<file path="config.mk">
export PLATFORM = sky130hd
export DESIGN_NAME = gphs_ram
export DESIGN_NICKNAME = d
export VERILOG_FILES = /design/src/rtl/gphs_ram.sv
export SDC_FILE = /design/constraint.sdc
export NUM_CORES = 1
export LEC_CHECK = 0
export BUFFER_PORTS_ARGS = -buffer_cell sky130_fd_sc_hd__buf_4
export CAP_MARGIN = 20
export CORE_MARGIN = 1.5
export CORE_UTILIZATION = 38
export DETAILED_ROUTE_END_ITERATION = 10
export SKIP_LAST_GASP = 1
export SLEW_MARGIN = 20
export SYNTH_ARGS = -nofsm -noshare
export SYNTH_HDL_FRONTEND = slang
export SYNTH_SLANG_ARGS = --single-unit
</file>
<file path="constraint.sdc">
create_clock -name aclk -period 2.05 [get_ports aclk]
set_input_delay 0.5125 -clock aclk [delete_from_list [all_inputs] [get_ports aclk]]
set_output_delay 0.5125 -clock aclk [all_outputs]
set_load 0.01 [all_outputs]
</file>
<file path="src/rtl/gphs_ram.sv">
// gphs_ram: generic single write port memory with one registered read port
// no dependencies
`timescale 1ns / 1ps
`default_nettype none

module gphs_ram #(
    parameter int WIDTH = 8,
    parameter int DEPTH = 16
) (
    input  wire                                   aclk,
    input  wire                                   wr_en,
    input  wire  [(DEPTH > 1 ? $clog2(DEPTH) : 1)-1:0] wr_addr,
    input  wire  [WIDTH-1:0]                      wr_data,
    input  wire  [(DEPTH > 1 ? $clog2(DEPTH) : 1)-1:0] rd_addr,
    output logic [WIDTH-1:0]                      rd_data
);

    logic [WIDTH-1:0] mem_reg [DEPTH];

    always_ff @(posedge aclk) begin
        if (wr_en) begin
            mem_reg[wr_addr] <= wr_data;
        end
        rd_data <= mem_reg[rd_addr];
    end

endmodule

`default_nettype wire

</file>
==> results <==
- The final max-slew violation count is 0.
- Leaving out fill and tap cells, the most frequent cell in the layout is sky130_fd_sc_hd__edfxtp_1.
- Sorting the synthesized cells by area gives the leading types as sky130_fd_sc_hd__edfxtp_1, sky130_fd_sc_hd__mux4_2, sky130_fd_sc_hd__mux4_1.
- The overall track demand over capacity in global routing is 15.29%.
- The top-level I/O count is 26.
- The via count of the first global-routing pass is 2544.
- The count of buffers added by post-CTS timing repair for setup is 0.
- Each instance of the synthesized netlist takes up on average 22.48 µm².
- The yosys synthesis warning count is 0.
- The library cells used most frequently in the layout, excluding fill and tap cells, are sky130_fd_sc_hd__edfxtp_1, sky130_fd_sc_hd__buf_4, sky130_fd_sc_hd__mux4_2.
- The transition time of the tightest slew-check pin is 0.3958 ns.
- The clock latency at the later pin of the worst-skew pair is 0.42 ns.
- The repair_antennas step left the layout with diodes totalling 0.
- The pin count of the biggest net entering global routing is 19.
- The register with the most flip-flops in the layout has 128 of them.
- The cell sitting at the root of the clock tree is a sky130_fd_sc_hd__clkbuf_16.
- The count of endpoints failing hold in the final timing report is 0.
- The pre-antenna-repair detailed-routing pass consisted of 4 iterations.
- The data arrival time of the critical path is 1.78 ns.
- The depth of the worst register-to-register path is 3.
- The biggest area contributor in the post-synthesis netlist is sky130_fd_sc_hd__edfxtp_1.
- The die boundary width is 119.4 µm.
- The share of layout cells above drive strength 1 is 31.99%.
- The number of instances in the synthesized netlist is 229.
- The critical path starts at rd_addr[0].
- The weighted congestion reported at the end of routability-driven placement is 0.6918.
- The element type at the critical path end is a flip-flop.
- After the last flow step, the layout net total stands at 302.
- Measured on the finished design, the core utilization comes to 47.93%.
- For this design the static power due to leakage is 2.170 nW.
- The aggregate negative setup slack is 0 ns.
- The critical path ends at rd_data[1]$_DFF_P_.
- Buffers inserted during clock tree synthesis total 17.
- Max-cap violations in this run came to 0.
- Once the floorplan was initialized, standard cells occupied 38.87% of the core.
- The worst reg-to-reg setup slack is 0.59 ns.
- Synthesis inferred 136 register bits.
- Counting along the longest clock path gives a buffer depth of 2.
- Input and output buffers added on the ports amount to 25.
- The number of antenna-violating nets in the routed design is 0.
- The sequential-to-total area share from yosys stat is 77.78%.
- Hold timing on the final database bottoms out at a slack of 0.4082 ns.
- After floorplanning, the core was sized to cover 13240 µm².
- The total via count in the routed design is 2409.
- Setup violations remaining at the end of the flow were counted as 0.
- The clock tree from TritonCTS is done.
- Summing all non-filler instances in the final layout gives an area of 6347 µm².
- In this run, the number of DRC markers left after iteration 0 of detailed routing was 213.
- Data on the critical path is required at its endpoint by 2.33 ns.
- The net count after synthesis is 247.
- The count of instances resized after the clock tree is built is 0.
- The worst register-to-register path ends at rd_data[5]$_DFF_P_.
- The number of antenna violations at the first check in global routing was 0.
- The clock transition at the register clock pins on the worst setup and hold paths after CTS is 0.06 ns.
- Measured along the y axis, the die boundary spans 119.4 µm.
- The peak ir drop on the vdd network is 0.0006882 V.
- Of the available clock period, the critical path in the final layout requires 73.14%.
- The first global-routing pass estimated 15.28 mm of wire.
- The final wirelength is 9.741 mm.
- In this run the biggest area consumer among cell types represents 74.67% of the synthesized area.
- After synthesis the cells add up to 5147 µm².
- The count of hold buffers inserted by post-cts repair is 0.
- The placed instance area is 5664 µm².
- By startpoint and endpoint, the worst setup path is classified as input port to flip-flop.
- For this design the ratio of total power to cell area is 1090 nW/µm².
- The flow ran to the end, and the final reports show no timing, DRC or antenna violations.
- Timing analysis after detailed placement gives a worst setup slack of 0.1219 ns.
- The die covers 14250 µm².
- The worst-case headroom to the max-slew limit is 73.61%.
- The cell row count is 42.
- For this run, the top clock speed supported by timing is 667.0 MHz.
- Subtracting the final worst setup slack from the clock period gives 1.499 ns.
- The type of element launching the critical path is an input port.
- The worst hold path belongs to the class input port to flip-flop.
- On the final layout, the worst clock skew is 0.01699 ns.
- The number of sinks on the clock net is 136.
- Global routing finished with a remaining overflow of 0.
- Along the worst path, the maximum fanout reaches 18.
- The post-synthesis cell type count is 19.
- Setup repair after global routing left no endpoint under its margin.
- The startpoint of the worst register-to-register path is mem_reg[1][5]$_DFFE_PP_.
- After detailed routing, the average wire length per cell comes to 20.59 µm.
- After detailed routing, the number of remaining DRC violations is 0.
- After layout, the worst setup slack is 0.5507 ns.
- The level count of the clock H-tree is 4.
- Once detailed placement completed, the half-perimeter wirelength came to 6.308 mm.
- In the routed layout, each cell is associated on average with a via count of 5.093.
- The synthesis-to-finish area growth is 23.31%.
==> through the flow <==
step	power (mW)	std cells
final	6.922	473
after global placement	3.502	441
after detailed placement	3.510	441
after floorplan	3.346	229
after global routing	7.117	473
after CTS	6.988	473
==> worst min path at each step <==
stage                                     to  depth (start not counted)  slack (ns)                    start
detailed placement        rd_data[1]$_DFF_P_                          3        0.67  mem_reg[4][1]$_DFFE_PP_
CTS                 mem_reg[12][1]$_DFFE_PP_                          1        0.41               wr_data[1]
floorplan            mem_reg[0][0]$_DFFE_PP_                          0        0.61               wr_data[0]
global route        mem_reg[14][1]$_DFFE_PP_                          1        0.42               wr_data[1]
global placement          rd_data[4]$_DFF_P_                          3        0.66  mem_reg[8][4]$_DFFE_PP_
finish               mem_reg[7][4]$_DFFE_PP_                          1        0.41               wr_data[4]
==> cell type report <==
cell class	count	area [µm²]
tap	176	220.2
timing repair buffer	46	382.9
sequential	136	4004
clock inverter	13	250.2
fill	1091	6895
clock buffer	19	432.9
multi-input combinational	83	1057
==> cells in the mapped netlist <==
cell type / instances
sky130_fd_sc_hd__buf_6: 3
sky130_fd_sc_hd__nand3_1: 1
sky130_fd_sc_hd__nand3b_1: 2
sky130_fd_sc_hd__or3b_2: 1
sky130_fd_sc_hd__mux4_1: 14
sky130_fd_sc_hd__edfxtp_1: 128
sky130_fd_sc_hd__and2_1: 1
sky130_fd_sc_hd__mux4_2: 18
sky130_fd_sc_hd__buf_2: 3
sky130_fd_sc_hd__nor2b_1: 1
sky130_fd_sc_hd__dfxtp_1: 8
sky130_fd_sc_hd__nand2_1: 9
sky130_fd_sc_hd__clkdlybuf4s25_2: 3
sky130_fd_sc_hd__nor3_1: 4
sky130_fd_sc_hd__nand2b_1: 2
sky130_fd_sc_hd__buf_4: 1
sky130_fd_sc_hd__and2b_1: 1
sky130_fd_sc_hd__a22oi_1: 16
sky130_fd_sc_hd__nor2_1: 13
==> cell families after synthesis <==
| logic type | Yosys count | share of synthesized area [%] |
|---|---|---|
| mux | 32 | 15.02 |
| compound gates | 16 | 2.334 |
| flops | 136 | 77.78 |
| simple gates | 35 | 3.184 |
| buf+inv | 10 | 1.677 |
==> critical path, cell delays in order <==
cell	delay, ns
sky130_fd_sc_hd__buf_4	0.12
sky130_fd_sc_hd__buf_12	0.19
sky130_fd_sc_hd__mux4_1	0.56
sky130_fd_sc_hd__a22oi_1	0.31
sky130_fd_sc_hd__nand2_1	0.07
==> power by group <==
group	total, mW	internal (mW)	switching, mW	leakage, nW
logic	0.315	0.150	0.166	0.615
clock network	3.48	2.40	1.08	0.331
registers	3.13	3.11	0.0203	1.22
==> metal layers <==
layer / global-route usage [%] / part of all wire (%) / wire, µm / vias up
met3: 4.071 / 4.6 / 452 / 13
met1: 19.55 / 43 / 4225 / 1241
met5: 0 / 0 / 0 / -
li1: - / - / - / 1086
met2: 24.93 / 51 / 4945 / 69
met4: 6.250 / 1.2 / 118 / 0
No activity file was read; power rests on OpenSTA's default activity.
