==> src/rtl/gphs_pkg.sv <==
// gphs_pkg: shared types and constants for the grid point height statistics block
// holds the sequencer state type, the cell record layout and the divider sizes
// no dependencies
`timescale 1ns / 1ps
`default_nettype none

package gphs_pkg;

    // shared divider operand widths
    localparam int DIV_NUM_W = 64;
    localparam int DIV_DEN_W = 16;

    localparam int HECTARE_M2 = 100 * 100;

    // configuration register indexes
    localparam logic [2:0] CFG_ORIGIN_EAST  = 3'd0;
    localparam logic [2:0] CFG_ORIGIN_NORTH = 3'd1;
    localparam logic [2:0] CFG_CELL_SIZE    = 3'd2;
    localparam logic [2:0] CFG_GRID_WIDTH   = 3'd3;
    localparam logic [2:0] CFG_GRID_LENGTH  = 3'd4;

    typedef enum logic [17:0] {
        ST_CLEAR      = 18'h00001,
        ST_IDLE       = 18'h00002,
        ST_COL_GO     = 18'h00004,
        ST_COL_WAIT   = 18'h00008,
        ST_ROW_GO     = 18'h00010,
        ST_ROW_WAIT   = 18'h00020,
        ST_ADD_RD     = 18'h00040,
        ST_ADD_WR     = 18'h00080,
        ST_CELL_RD    = 18'h00100,
        ST_CELL_LOAD  = 18'h00200,
        ST_RATIO_GO   = 18'h00400,
        ST_RATIO_WAIT = 18'h00800,
        ST_MEAN_GO    = 18'h01000,
        ST_MEAN_WAIT  = 18'h02000,
        ST_VAR_GO     = 18'h04000,
        ST_VAR_WAIT   = 18'h08000,
        ST_DENS       = 18'h10000,
        ST_OUT        = 18'h20000
    } state_t;

    // one grid cell as kept in the cell memory
    typedef struct packed {
        logic        [15:0] count;
        logic        [7:0]  kept;
        logic signed [31:0] sum;
        logic        [53:0] sq_sum;
        logic signed [23:0] min_h;
        logic signed [23:0] max_h;
    } entry_t;

endpackage

`default_nettype wire

==> src/rtl/gphs_div.sv <==
// gphs_div: shared restoring divider, one quotient bit per cycle
// depends on gphs_pkg for the operand widths
`timescale 1ns / 1ps
`default_nettype none

module gphs_div (
    input  wire                            aclk,
    input  wire                            aresetn,
    input  wire                            start,
    input  wire  [gphs_pkg::DIV_NUM_W-1:0] dividend,
    input  wire  [gphs_pkg::DIV_DEN_W-1:0] divisor,
    output logic                           busy,
    output logic                           done,
    output logic [gphs_pkg::DIV_NUM_W-1:0] quotient
);

    localparam int NW = gphs_pkg::DIV_NUM_W;
    localparam int DW = gphs_pkg::DIV_DEN_W;
    localparam int CW = $clog2(NW);

    logic [NW-1:0] quo_reg;
    logic [DW-1:0] rem_reg;
    logic [DW-1:0] den_reg;
    logic [CW-1:0] cnt_reg;
    logic          busy_reg;
    logic          done_reg;
    logic [DW:0]   trial;
    logic          ge;

    assign trial = {rem_reg, quo_reg[NW-1]};
    assign ge    = trial >= {1'b0, den_reg};

    always_ff @(posedge aclk) begin
        if (!aresetn) begin
            busy_reg <= 1'b0;
            done_reg <= 1'b0;
        end else begin
            done_reg <= 1'b0;
            if (start) begin
                busy_reg <= 1'b1;
            end else if (busy_reg && cnt_reg == CW'(NW - 1)) begin
                busy_reg <= 1'b0;
                done_reg <= 1'b1;
            end
        end
    end

    always_ff @(posedge aclk) begin
        if (start) begin
            quo_reg <= dividend;
            den_reg <= divisor;
            rem_reg <= '0;
            cnt_reg <= '0;
        end else if (busy_reg) begin
            rem_reg <= ge ? DW'(trial - {1'b0, den_reg}) : trial[DW-1:0];
            quo_reg <= {quo_reg[NW-2:0], ge};
            cnt_reg <= cnt_reg + 1'b1;
        end
    end

    assign busy     = busy_reg;
    assign done     = done_reg;
    assign quotient = quo_reg;

endmodule

`default_nettype wire

==> config.mk <==
export PLATFORM = sky130hd
export DESIGN_NAME = gphs_div
export DESIGN_NICKNAME = d
export VERILOG_FILES = /design/src/rtl/gphs_pkg.sv /design/src/rtl/gphs_div.sv
export SDC_FILE = /design/constraint.sdc
export NUM_CORES = 1
export LEC_CHECK = 0
export ABC_AREA = 0
export BUFFER_PORTS_ARGS = -buffer_cell sky130_fd_sc_hd__buf_2
export CAP_MARGIN = 30
export CORE_UTILIZATION = 39
export DETAILED_ROUTE_END_ITERATION = 8
export PLACE_DENSITY = 0.65
export SLEW_MARGIN = 20
export SYNTH_ARGS = -nofsm -noshare
export SYNTH_HDL_FRONTEND = slang
export SYNTH_SLANG_ARGS = --single-unit
export TNS_END_PERCENT = 100
==> constraint.sdc <==
create_clock -name aclk -period 2.9 [get_ports aclk]
set_clock_uncertainty 0.15 [all_clocks]
set_input_delay 0.435 -clock aclk [delete_from_list [all_inputs] [get_ports aclk]]
set_output_delay 0.435 -clock aclk [all_outputs]
set_load 0.01 [all_outputs]
==> results of run 1 <==
[how the worst max path moves through the flow]
stage,startpoint,end,cells after the start
after floorplan,start,quotient[0]$_DFFE_PP_,4
final,den_reg[6]$_DFFE_PP_,rem_reg[0]$_SDFFE_PP0P_,8
after global routing,den_reg[8]$_DFFE_PP_,rem_reg[0]$_SDFFE_PP0P_,8
after global placement,den_reg[6]$_DFFE_PP_,rem_reg[0]$_SDFFE_PP0P_,8
after detailed placement,den_reg[6]$_DFFE_PP_,rem_reg[0]$_SDFFE_PP0P_,8
after CTS,den_reg[8]$_DFFE_PP_,rem_reg[0]$_SDFFE_PP0P_,8
[area by class of cell]
cell class	instances	area (sq um)	share of cell area
sequential	104	2883	0.4480
multi-input combinational	275	2096	0.3257
timing repair buffer	160	870.8	0.1353
clock buffer	10	239.0	0.03714
tap	172	215.2	0.03344
inverter	22	82.58	0.01283
clock inverter	6	48.80	0.007583
[cell usage after synthesis (2+ instances only)]
cell type	n
a211oi_1	3
a21o_1	3
a21oi_1	18
a221oi_1	2
a311oi_1	9
a31oi_1	3
a32oi_1	3
a41oi_1	3
and2_1	2
and3_1	3
buf_2	3
buf_4	2
clkbuf_1	14
dfxtp_1	24
edfxtp_1	80
ha_1	17
inv_1	22
mux2_2	63
nand2_1	28
nand2b_1	10
nand3_1	12
nand4_1	7
nor2_1	31
nor3_1	3
o211ai_1	2
o21a_1	3
o21ai_0	14
o21bai_1	3
o31ai_1	2
xnor2_1	7
xor2_1	4
[cell families (layout without fill, tap and decap cells)]
group | Yosys count | count (layout)
multiplexers | 65 | 65
buffers and inverters | 44 | 198
XOR/XNOR | 11 | 11
adder cells (fa/ha/maj) | 18 | 18
flip-flops | 104 | 104
AO/OA/AOI/OAI | 78 | 78
AND/OR/NAND/NOR | 103 | 103
[worst max-delay path, cell delays in order, from the launching register on]
cell and delay (ns):
edfxtp_1 0.32, inv_1 0.04, ha_1 0.39, nand4_1 0.18
or4_1 0.56, and4_4 0.17, a31o_1 0.29, mux2_4 0.32
a211oi_2 0.20
[metal layers]
| metal | vias up | wire (microns) | global-route usage |
|---|---|---|---|
| met3 | 9 | 759 | 0.06746 |
| li1 | 1885 | - | - |
| met4 | 0 | 99 | 0.04473 |
| met2 | 113 | 5923 | 0.2963 |
| met5 | - | 0 | 0 |
| met1 | 1809 | 5085 | 0.2201 |
[stage by stage]
stage	utilization	setup WS [ns]	hold slack, ns	instances	power (mW)
global placement	0.4812	0.2402	0.3177	733	2.577
detailed placement	0.4812	0.2250	0.3326	733	2.595
global route	0.5038	0.02384	0.08536	749	3.931
CTS	0.5038	0.2010	0.08902	749	3.804
floorplan	-	0.03660	0.3082	423	2.319
finish	0.5038	0.2074	0.1045	749	3.758
[report_power, final]
part	switching, mW	internal (mW)	leakage, nW
Combinational	0.387	0.338	1.54
Clock	0.579	0.617	0.137
Sequential	0.0705	1.77	0.997
==> results.json, run 1 <==
{
  "cts_buffers": 9,
  "setup_viol": 0,
  "ys_ff_latch": 104,
  "final_common_cell": "buf_2",
  "cts_num_sinks": 104,
  "arrival_ns": 2.82,
  "setup_tns_ns": 0,
  "max_slew_margin": 0.6102,
  "wirelength_mm": 11.87,
  "cellPowerDensity_nw_per_um2": 584.1,
  "synth_top_area_cell": "edfxtp_1",
  "hold_viol_final": 0,
  "cap_violations": 0,
  "layout_common_cells": "buf_2 (147), edfxtp_1 (80), mux2_2 (63), nor2_1 (31), nand2_1 (28)",
  "worstHoldPathType": "primary input to register",
  "drv_slew": 0,
  "grt-ovfl-total": 0,
  "synth-warning-count": 0,
  "async_flop_share": 0,
  "status": "finished, final reports clean",
  "synth_cells": 423,
  "dieArea_sq_um": 13700,
  "grt_pass1_wl_mm": 18.42,
  "clkLatencyLatePin_ns": 0.35,
  "synth_area_sq_um": 5164,
  "yosys.area_share.adder": 0.04507,
  "htreeDepth": 3,
  "cts_resized": 0,
  "worstSetupStartpointType": "register",
  "synth-xor-area-share": 0.01866,
  "clk_pin_slew_ns": 0.07,
  "final.min_clock_period_ns": 2.693,
  "dr.first_iter.drc_count": 217,
  "first_global_vias": 3761,
  "antenna_left": 0,
  "post_cts_buffers": 0,
  "rows": 41,
  "regToRegStartpoint": "den_reg[6]$_DFFE_PP_",
  "synth_cell_types": 54,
  "netlist.area_leader.share": 0.4652,
  "hold_start": "divisor[11]",
  "area_growth_pct": 24.62,
  "leakagePower_nw": 2.670,
  "io_buffers": 148,
  "worst_ir_drop_vdd_mv": 0.4554,
  "synth_top_family_by_area": "multiplexers",
  "cp_max_fo": 7,
  "track_usage": 0.1787,
  "synth_simple_gate_area_frac": 0.09426,
  "synth_edf_count": 80,
  "placed_area_sq_um": 6147,
  "fillers": 1174,
  "ff2ff_path_depth": 8,
  "fin_nets": 673,
  "cts-root-buf": "clkbuf_16",
  "core_sq_um": 12770,
  "route.vias.total": 3816,
  "routedWlPerCell_microns": 15.85,
  "route.detailed.drc": 0,
  "design_area_sq_um": 6435,
  "synth_compound_area_frac": 0.1056,
  "grt_max_degree": 103,
  "hold_end": "den_reg[11]$_DFFE_PP_",
  "start_util": 0.4043,
  "seq_area_frac_synth": 0.5583,
  "worst-slew-pin-transition_ns": 0.5785,
  "fmax_mhz": 371.4,
  "path_class": "register to register",
  "rsz0062_at_grt": "false",
  "critPathRequiredTime_ns": 3.03,
  "gp_congestion": 0.8401,
  "syn_nets": 524,
  "timing.rr.end": "rem_reg[0]$_SDFFE_PP0P_",
  "synth_area_per_cell_sq_um": 12.21,
  "largest_register_ffs": 64,
  "synth_mux_area_frac": 0.1422,
  "post_drt_via_cell_ratio": 5.095,
  "diodes": 0,
  "dpl.hpwl_mm": 8.670,
  "die_h_microns": 117.1,
  "first_pass_iters": 4,
  "antenna_found_initial": 0,
  "endpoint_kind": "register",
  "cts_tree": "yes",
  "whs_path_depth": 1,
  "r2r_slack_ns": 0.21,
  "ctsHoldBuffers": 0,
  "ys.flop_type": "edfxtp_1",
  "clockBufferDepth": 2,
  "period_share": 0.9285,
  "ios": 149,
  "layout-drive-gt1-share": 0.4246,
  "die_x_microns": 117.1,
  "synth.area.top_cells": "edfxtp_1 (47%), mux2_2 (14%), dfxtp_1 (9.3%), ha_1 (4.1%), nor2_1 (2.3%)"
}
(Power assumes the default switching activity.)
==> inputs of run 2 (changes only) <==
--- a/config.mk
+++ b/config.mk
@@ -8,9 +8,11 @@
 export ABC_AREA = 0
 export BUFFER_PORTS_ARGS = -buffer_cell sky130_fd_sc_hd__buf_2
 export CAP_MARGIN = 30
+export CORE_ASPECT_RATIO = 0.5
 export CORE_UTILIZATION = 39
 export DETAILED_ROUTE_END_ITERATION = 8
 export PLACE_DENSITY = 0.65
+export SETUP_SLACK_MARGIN = 0.05
 export SLEW_MARGIN = 20
 export SYNTH_ARGS = -nofsm -noshare
 export SYNTH_HDL_FRONTEND = slang
==> run 2 against run 1 <==
Effect of this change:
- register-to-register slack worse by 0.04 ns
- hold slack better by 0.010 ns
- utilization down 0.13 points
- sequential share of layout area up 0.12 points
- setup slack worse by 0.036 ns
- non-clock buffer count up 1
- fmax down 1.3%
- critical path type unchanged
- critical endpoint is now rem_reg[1]$_SDFFE_PP0P_
- largest cell class unchanged
- largest power group unchanged
==> results.json, run 2 (synthesis gave the netlist of run 1 again) <==
{
  "area_growth_pct": 24.28,
  "antenna_found_initial": 0,
  "clk_pin_slew_ns": 0.07,
  "gp_congestion": 0.8746,
  "worst-slew-pin-transition_ns": 0.8539,
  "fillers": 1206,
  "cts_tree": "yes",
  "arrival_ns": 2.81,
  "status": "finished, final reports clean",
  "rsz0062_at_grt": "false",
  "clockBufferDepth": 2,
  "io_buffers": 148,
  "first_pass_iters": 4,
  "layout_common_cells": "buf_2 (147), edfxtp_1 (80), mux2_2 (63), nor2_1 (31), nand2_1 (28)",
  "grt_pass1_wl_mm": 18.29,
  "hold_start": "divisor[0]",
  "fin_nets": 674,
  "ctsHoldBuffers": 0,
  "path_class": "register to register",
  "final_common_cell": "buf_2",
  "final.min_clock_period_ns": 2.728,
  "routedWlPerCell_microns": 14.80,
  "max_slew_margin": 0.4308,
  "hold_slack_ns": 0.1148,
  "die_x_microns": 164.7,
  "critPathRequiredTime_ns": 2.99,
  "die_h_microns": 83.37,
  "rows": 29,
  "worstSetupStartpointType": "register",
  "dpl.hpwl_mm": 7.706,
  "route.vias.total": 3767,
  "route.detailed.drc": 0,
  "endpoint_kind": "register",
  "antenna_left": 0,
  "diodes": 0,
  "grt_max_degree": 103,
  "post_drt_via_cell_ratio": 5.036,
  "first_global_vias": 3701,
  "whs_path_depth": 1,
  "fmax_mhz": 366.5,
  "largest_register_ffs": 64,
  "r2r_slack_ns": 0.17,
  "core_sq_um": 12770,
  "clkLatencyLatePin_ns": 0.34,
  "cts_buffers": 9,
  "cellPowerDensity_nw_per_um2": 574.6,
  "start_util": 0.4043,
  "layout-drive-gt1-share": 0.4325,
  "worst_ir_drop_vdd_mv": 0.2569,
  "cp_max_fo": 9,
  "leakagePower_nw": 2.653,
  "cts_num_sinks": 104,
  "worstHoldPathType": "primary input to register",
  "htreeDepth": 3,
  "hold_viol_final": 0,
  "dieArea_sq_um": 13730,
  "setup_viol": 0,
  "drv_slew": 0,
  "wirelength_mm": 11.07,
  "ff2ff_path_depth": 8,
  "regToRegStartpoint": "den_reg[8]$_DFFE_PP_",
  "period_share": 0.9408,
  "cts-root-buf": "clkbuf_16",
  "track_usage": 0.1697,
  "ios": 149,
  "grt-ovfl-total": 0,
  "cap_violations": 0,
  "dr.first_iter.drc_count": 231,
  "hold_end": "den_reg[0]$_DFFE_PP_",
  "timing.rr.end": "rem_reg[1]$_SDFFE_PP0P_",
  "setup_tns_ns": 0
}
==> run 2: changes by cell type in the layout (fill, tap and decap cells not counted), sizes merged <==
| cell | previous run | this run |
|---|---|---|
| clkinvlp | 2 | 1 |
| clkinv | 1 | 4 |
| buf | 160 | 161 |
| clkbuf | 10 | 9 |
| inv | 25 | 24 |
==> run 2: power breakdown <==
part / internal (mW) / leakage (nW) / switching, mW / total, mW
combinational: 0.339 / 1.52 / 0.378 / 0.717
sequential: 1.77 / 0.997 / 0.0661 / 1.83
clock: 0.584 / 0.135 / 0.554 / 1.14
==> run 2: worst max-delay path by stage <==
stage | start | to | slack (ns) | cells after the start
detailed placement | den_reg[8]$_DFFE_PP_ | rem_reg[1]$_SDFFE_PP0P_ | 0.18 | 8
finish | den_reg[8]$_DFFE_PP_ | rem_reg[1]$_SDFFE_PP0P_ | 0.17 | 8
CTS | den_reg[7]$_DFFE_PP_ | rem_reg[1]$_SDFFE_PP0P_ | 0.15 | 8
global placement | den_reg[10]$_DFFE_PP_ | rem_reg[0]$_SDFFE_PP0P_ | 0.24 | 8
global route | den_reg[8]$_DFFE_PP_ | rem_reg[9]$_SDFFE_PP0P_ | 0.07 | 9
floorplan | start | quotient[0]$_DFFE_PP_ | 0.23 | 4
==> run 2: cell type report <==
| type | count | area (sq um) | area share |
|---|---|---|---|
| clock inverters | 7 | 43.79 | 0.006824 |
| multi-input cells | 275 | 2110 | 0.3287 |
| inverters | 22 | 86.33 | 0.01345 |
| repair buffers | 161 | 857.1 | 0.1336 |
| well taps | 170 | 212.7 | 0.03314 |
| flip-flops and latches | 104 | 2883 | 0.4492 |
| clock buffers | 9 | 225.2 | 0.03509 |
==> run 2: critical path, cell delays in order (launching register included) <==
cell	delay (ns)
edfxtp_1	0.34
inv_1	0.05
ha_2	0.39
nand4_1	0.16
or4_1	0.56
and4_4	0.17
a31o_2	0.31
buf_4	0.19
o311ai_0	0.31
==> run 2: metrics by stage <==
| stage | std cells | total power [mW] | setup slack [ns] | area [sq um] | util |
|---|---|---|---|---|---|
| 3_3_place_gp | 732 | 2.572 | 0.2428 | 6131 | 0.4800 |
| 4_1_cts | 748 | 3.736 | 0.1475 | 6400 | 0.5011 |
| 3_5_place_dp | 732 | 2.580 | 0.1796 | 6131 | 0.4800 |
| 6_report | 748 | 3.688 | 0.1716 | 6417 | 0.5024 |
| 2_1_floorplan | 423 | 2.319 | 0.2290 | 5167 | - |
| 5_1_grt | 748 | 3.875 | 0.06606 | 6417 | 0.5024 |
==> run 2: what timing repair did <==
| action | CTS | global route |
|---|---|---|
| setup endpoints to repair | 0 | 12 |
| setup buffers | 0 | 0 |
| gates resized for setup | 0 | 8 |
==> run 2: per-layer routing <==
metal	vias up	part of all wire	GRT usage
met4	0	0.013	0.05671
met5	-	0	0
met3	14	0.037	0.03596
met1	1783	0.45	0.2228
met2	80	0.50	0.2777
li1	1890	-	-
==> inputs of run 3 (changes only) <==
--- a/config.mk
+++ b/config.mk
@@ -10,8 +10,10 @@
 export CAP_MARGIN = 30
 export CORE_ASPECT_RATIO = 0.5
 export CORE_UTILIZATION = 39
+export CTS_BUF_LIST = sky130_fd_sc_hd__clkbuf_8
 export DETAILED_ROUTE_END_ITERATION = 8
 export PLACE_DENSITY = 0.65
+export REMOVE_ABC_BUFFERS = 1
 export SETUP_SLACK_MARGIN = 0.05
 export SLEW_MARGIN = 20
 export SYNTH_ARGS = -nofsm -noshare
==> run 3 against run 2 <==
Effect of this change:
- via count down 2.1%
- critical path depth unchanged
- wire length up 2.5%
- global-route usage up 0.28 points
- cell area down 1.6%
- clock power down 25%
- sequential share of layout area up 0.71 points
- non-clock buffer count up 1
- clock-buffer cell count up 1
- critical path type unchanged
==> results.json, run 3 (synthesis gave the netlist of run 1 again) <==
{
  "status": "finished, final reports clean",
  "layout_common_cells": "buf_2 (147), edfxtp_1 (80), mux2_2 (63), nor2_1 (31), nand2_1 (28)",
  "cts-root-buf": "clkbuf_8",
  "die_h_microns": 83.37,
  "cp_max_fo": 9,
  "antenna_left": 0,
  "fin_nets": 675,
  "first_pass_iters": 4,
  "post-route-util": 0.4946,
  "track_usage": 0.1725,
  "first_global_vias": 3620,
  "worst-slew-pin-transition_ns": 0.8479,
  "cp_slowest_cell": "or4_1",
  "grt_pass1_wl_mm": 18.30,
  "dieArea_sq_um": 13730,
  "r2r_slack_ns": 0.16,
  "grt_max_degree": 103,
  "rsz0062_at_grt": "false",
  "io_buffers": 148,
  "cellPowerDensity_nw_per_um2": 539.5,
  "diodes": 0,
  "post_drt_via_cell_ratio": 4.925,
  "hold_viol_final": 0,
  "area_growth_pct": 22.34,
  "design_area_sq_um": 6317,
  "setup_viol": 0,
  "worstHoldPathType": "primary input to register",
  "critical-path-top-delay-family": "simple AND/OR/NAND/NOR gates",
  "cts_num_sinks": 104,
  "cp.buffers_inverters": 1,
  "seqCellArea_sq_um": 2883,
  "cap_violations": 0,
  "htreeDepth": 3,
  "clockBufferDepth": 2,
  "ios": 149,
  "route.detailed.drc": 0,
  "wirelength_mm": 11.35,
  "worstSetupStartpointType": "register",
  "period_share": 0.9434,
  "rows": 29,
  "worst_ir_drop_vdd_mv": 0.2369,
  "largest_register_ffs": 64,
  "cts_buffers": 9,
  "max_slew_margin": 0.4348,
  "drv_slew": 0,
  "ctsHoldBuffers": 0,
  "route.vias.total": 3689,
  "multi_input_area_sq_um": 2105,
  "dpl.hpwl_mm": 7.973,
  "final.min_clock_period_ns": 2.736,
  "gp_congestion": 0.8703,
  "clkLatencyLatePin_ns": 0.38,
  "path_class": "register to register",
  "crit_path_cell_trace": "inv_1, ha_1, nand4_1, or4_1, and4_4, a31o_2, mux2_4, a211oi_2",
  "slowest_delay_ns": 0.54,
  "cts_tree": "yes",
  "timing.final.ws_setup_ns": 0.1642,
  "layout-drive-gt1-share": 0.4283,
  "core_sq_um": 12770,
  "grt-ovfl-total": 0,
  "antenna_found_initial": 0,
  "start_util": 0.4043,
  "placed_area_sq_um": 6135,
  "endpoint_kind": "register",
  "fmax_mhz": 365.5,
  "fillers": 1193,
  "routedWlPerCell_microns": 15.15,
  "dr.first_iter.drc_count": 161,
  "arrival_ns": 2.89,
  "fin_total_pwr_mw": 3.408,
  "place_ws_ns": 0.1456,
  "clk_pin_slew_ns": 0.10,
  "leakagePower_nw": 2.632,
  "die_x_microns": 164.7,
  "final_common_cell": "buf_2",
  "critPathRequiredTime_ns": 3.05
}
-- run 3: area by class of cell --
type | instances | share of cell area
timing repair buffer | 162 | 0.1363
inverter | 22 | 0.01307
tap | 170 | 0.03367
multi-input combinational | 275 | 0.3331
clock buffer | 10 | 0.02179
sequential | 104 | 0.4563
clock inverter | 6 | 0.005744
-- run 3: worst paths after layout --
kind,from,end,cells past startpoint
worst min-delay path,divisor[2],den_reg[2]$_DFFE_PP_,1
worst max register to register,den_reg[8]$_DFFE_PP_,rem_reg[0]$_SDFFE_PP0P_,8
worst min register to register,rem_reg[15]$_SDFFE_PP0P_,rem_reg[15]$_SDFFE_PP0P_,2
worst max-delay path,den_reg[8]$_DFFE_PP_,rem_reg[0]$_SDFFE_PP0P_,8
-- run 3: worst register-to-register path, stage by stage (launching register included) --
cell,delay (ns)
edfxtp_1,0.34
inv_1,0.04
ha_1,0.39
nand4_1,0.17
or4_1,0.54
and4_4,0.17
a31o_2,0.33
mux2_4,0.33
a211oi_2,0.20
-- run 3: where the power goes --
part | switching, mW | internal (mW) | leakage, nW | total, mW
Clock | 0.521 | 0.335 | 0.0996 | 0.856
Combinational | 0.380 | 0.340 | 1.54 | 0.720
Sequential | 0.0663 | 1.77 | 0.997 | 1.83
Total | 0.968 | 2.44 | 2.63 | 3.41
-- run 3: routing by layer --
| layer | part of all wire | track usage | vias up |
|---|---|---|---|
| met5 | 0 | 0 | - |
| met4 | 0.013 | 0.05004 | 0 |
| met3 | 0.032 | 0.04096 | 11 |
| met2 | 0.48 | 0.2800 | 60 |
| met1 | 0.47 | 0.2284 | 1729 |
| li1 | - | - | 1889 |
-- run 3: through the flow --
stage	hold slack (ns)	TNS, ns	cells
after detailed placement	0.3331	0	733
after global routing	0.05010	0	749
after CTS	0.05517	0	749
after global placement	0.3203	0	733
final	0.07812	0	749
after floorplan	0.3021	-8.746	401
-- run 3: repair_timing --
action / CTS / global route
setup endpoints to repair: 0 / 10
gates resized for setup: 0 / 4
setup buffers: 0 / 0
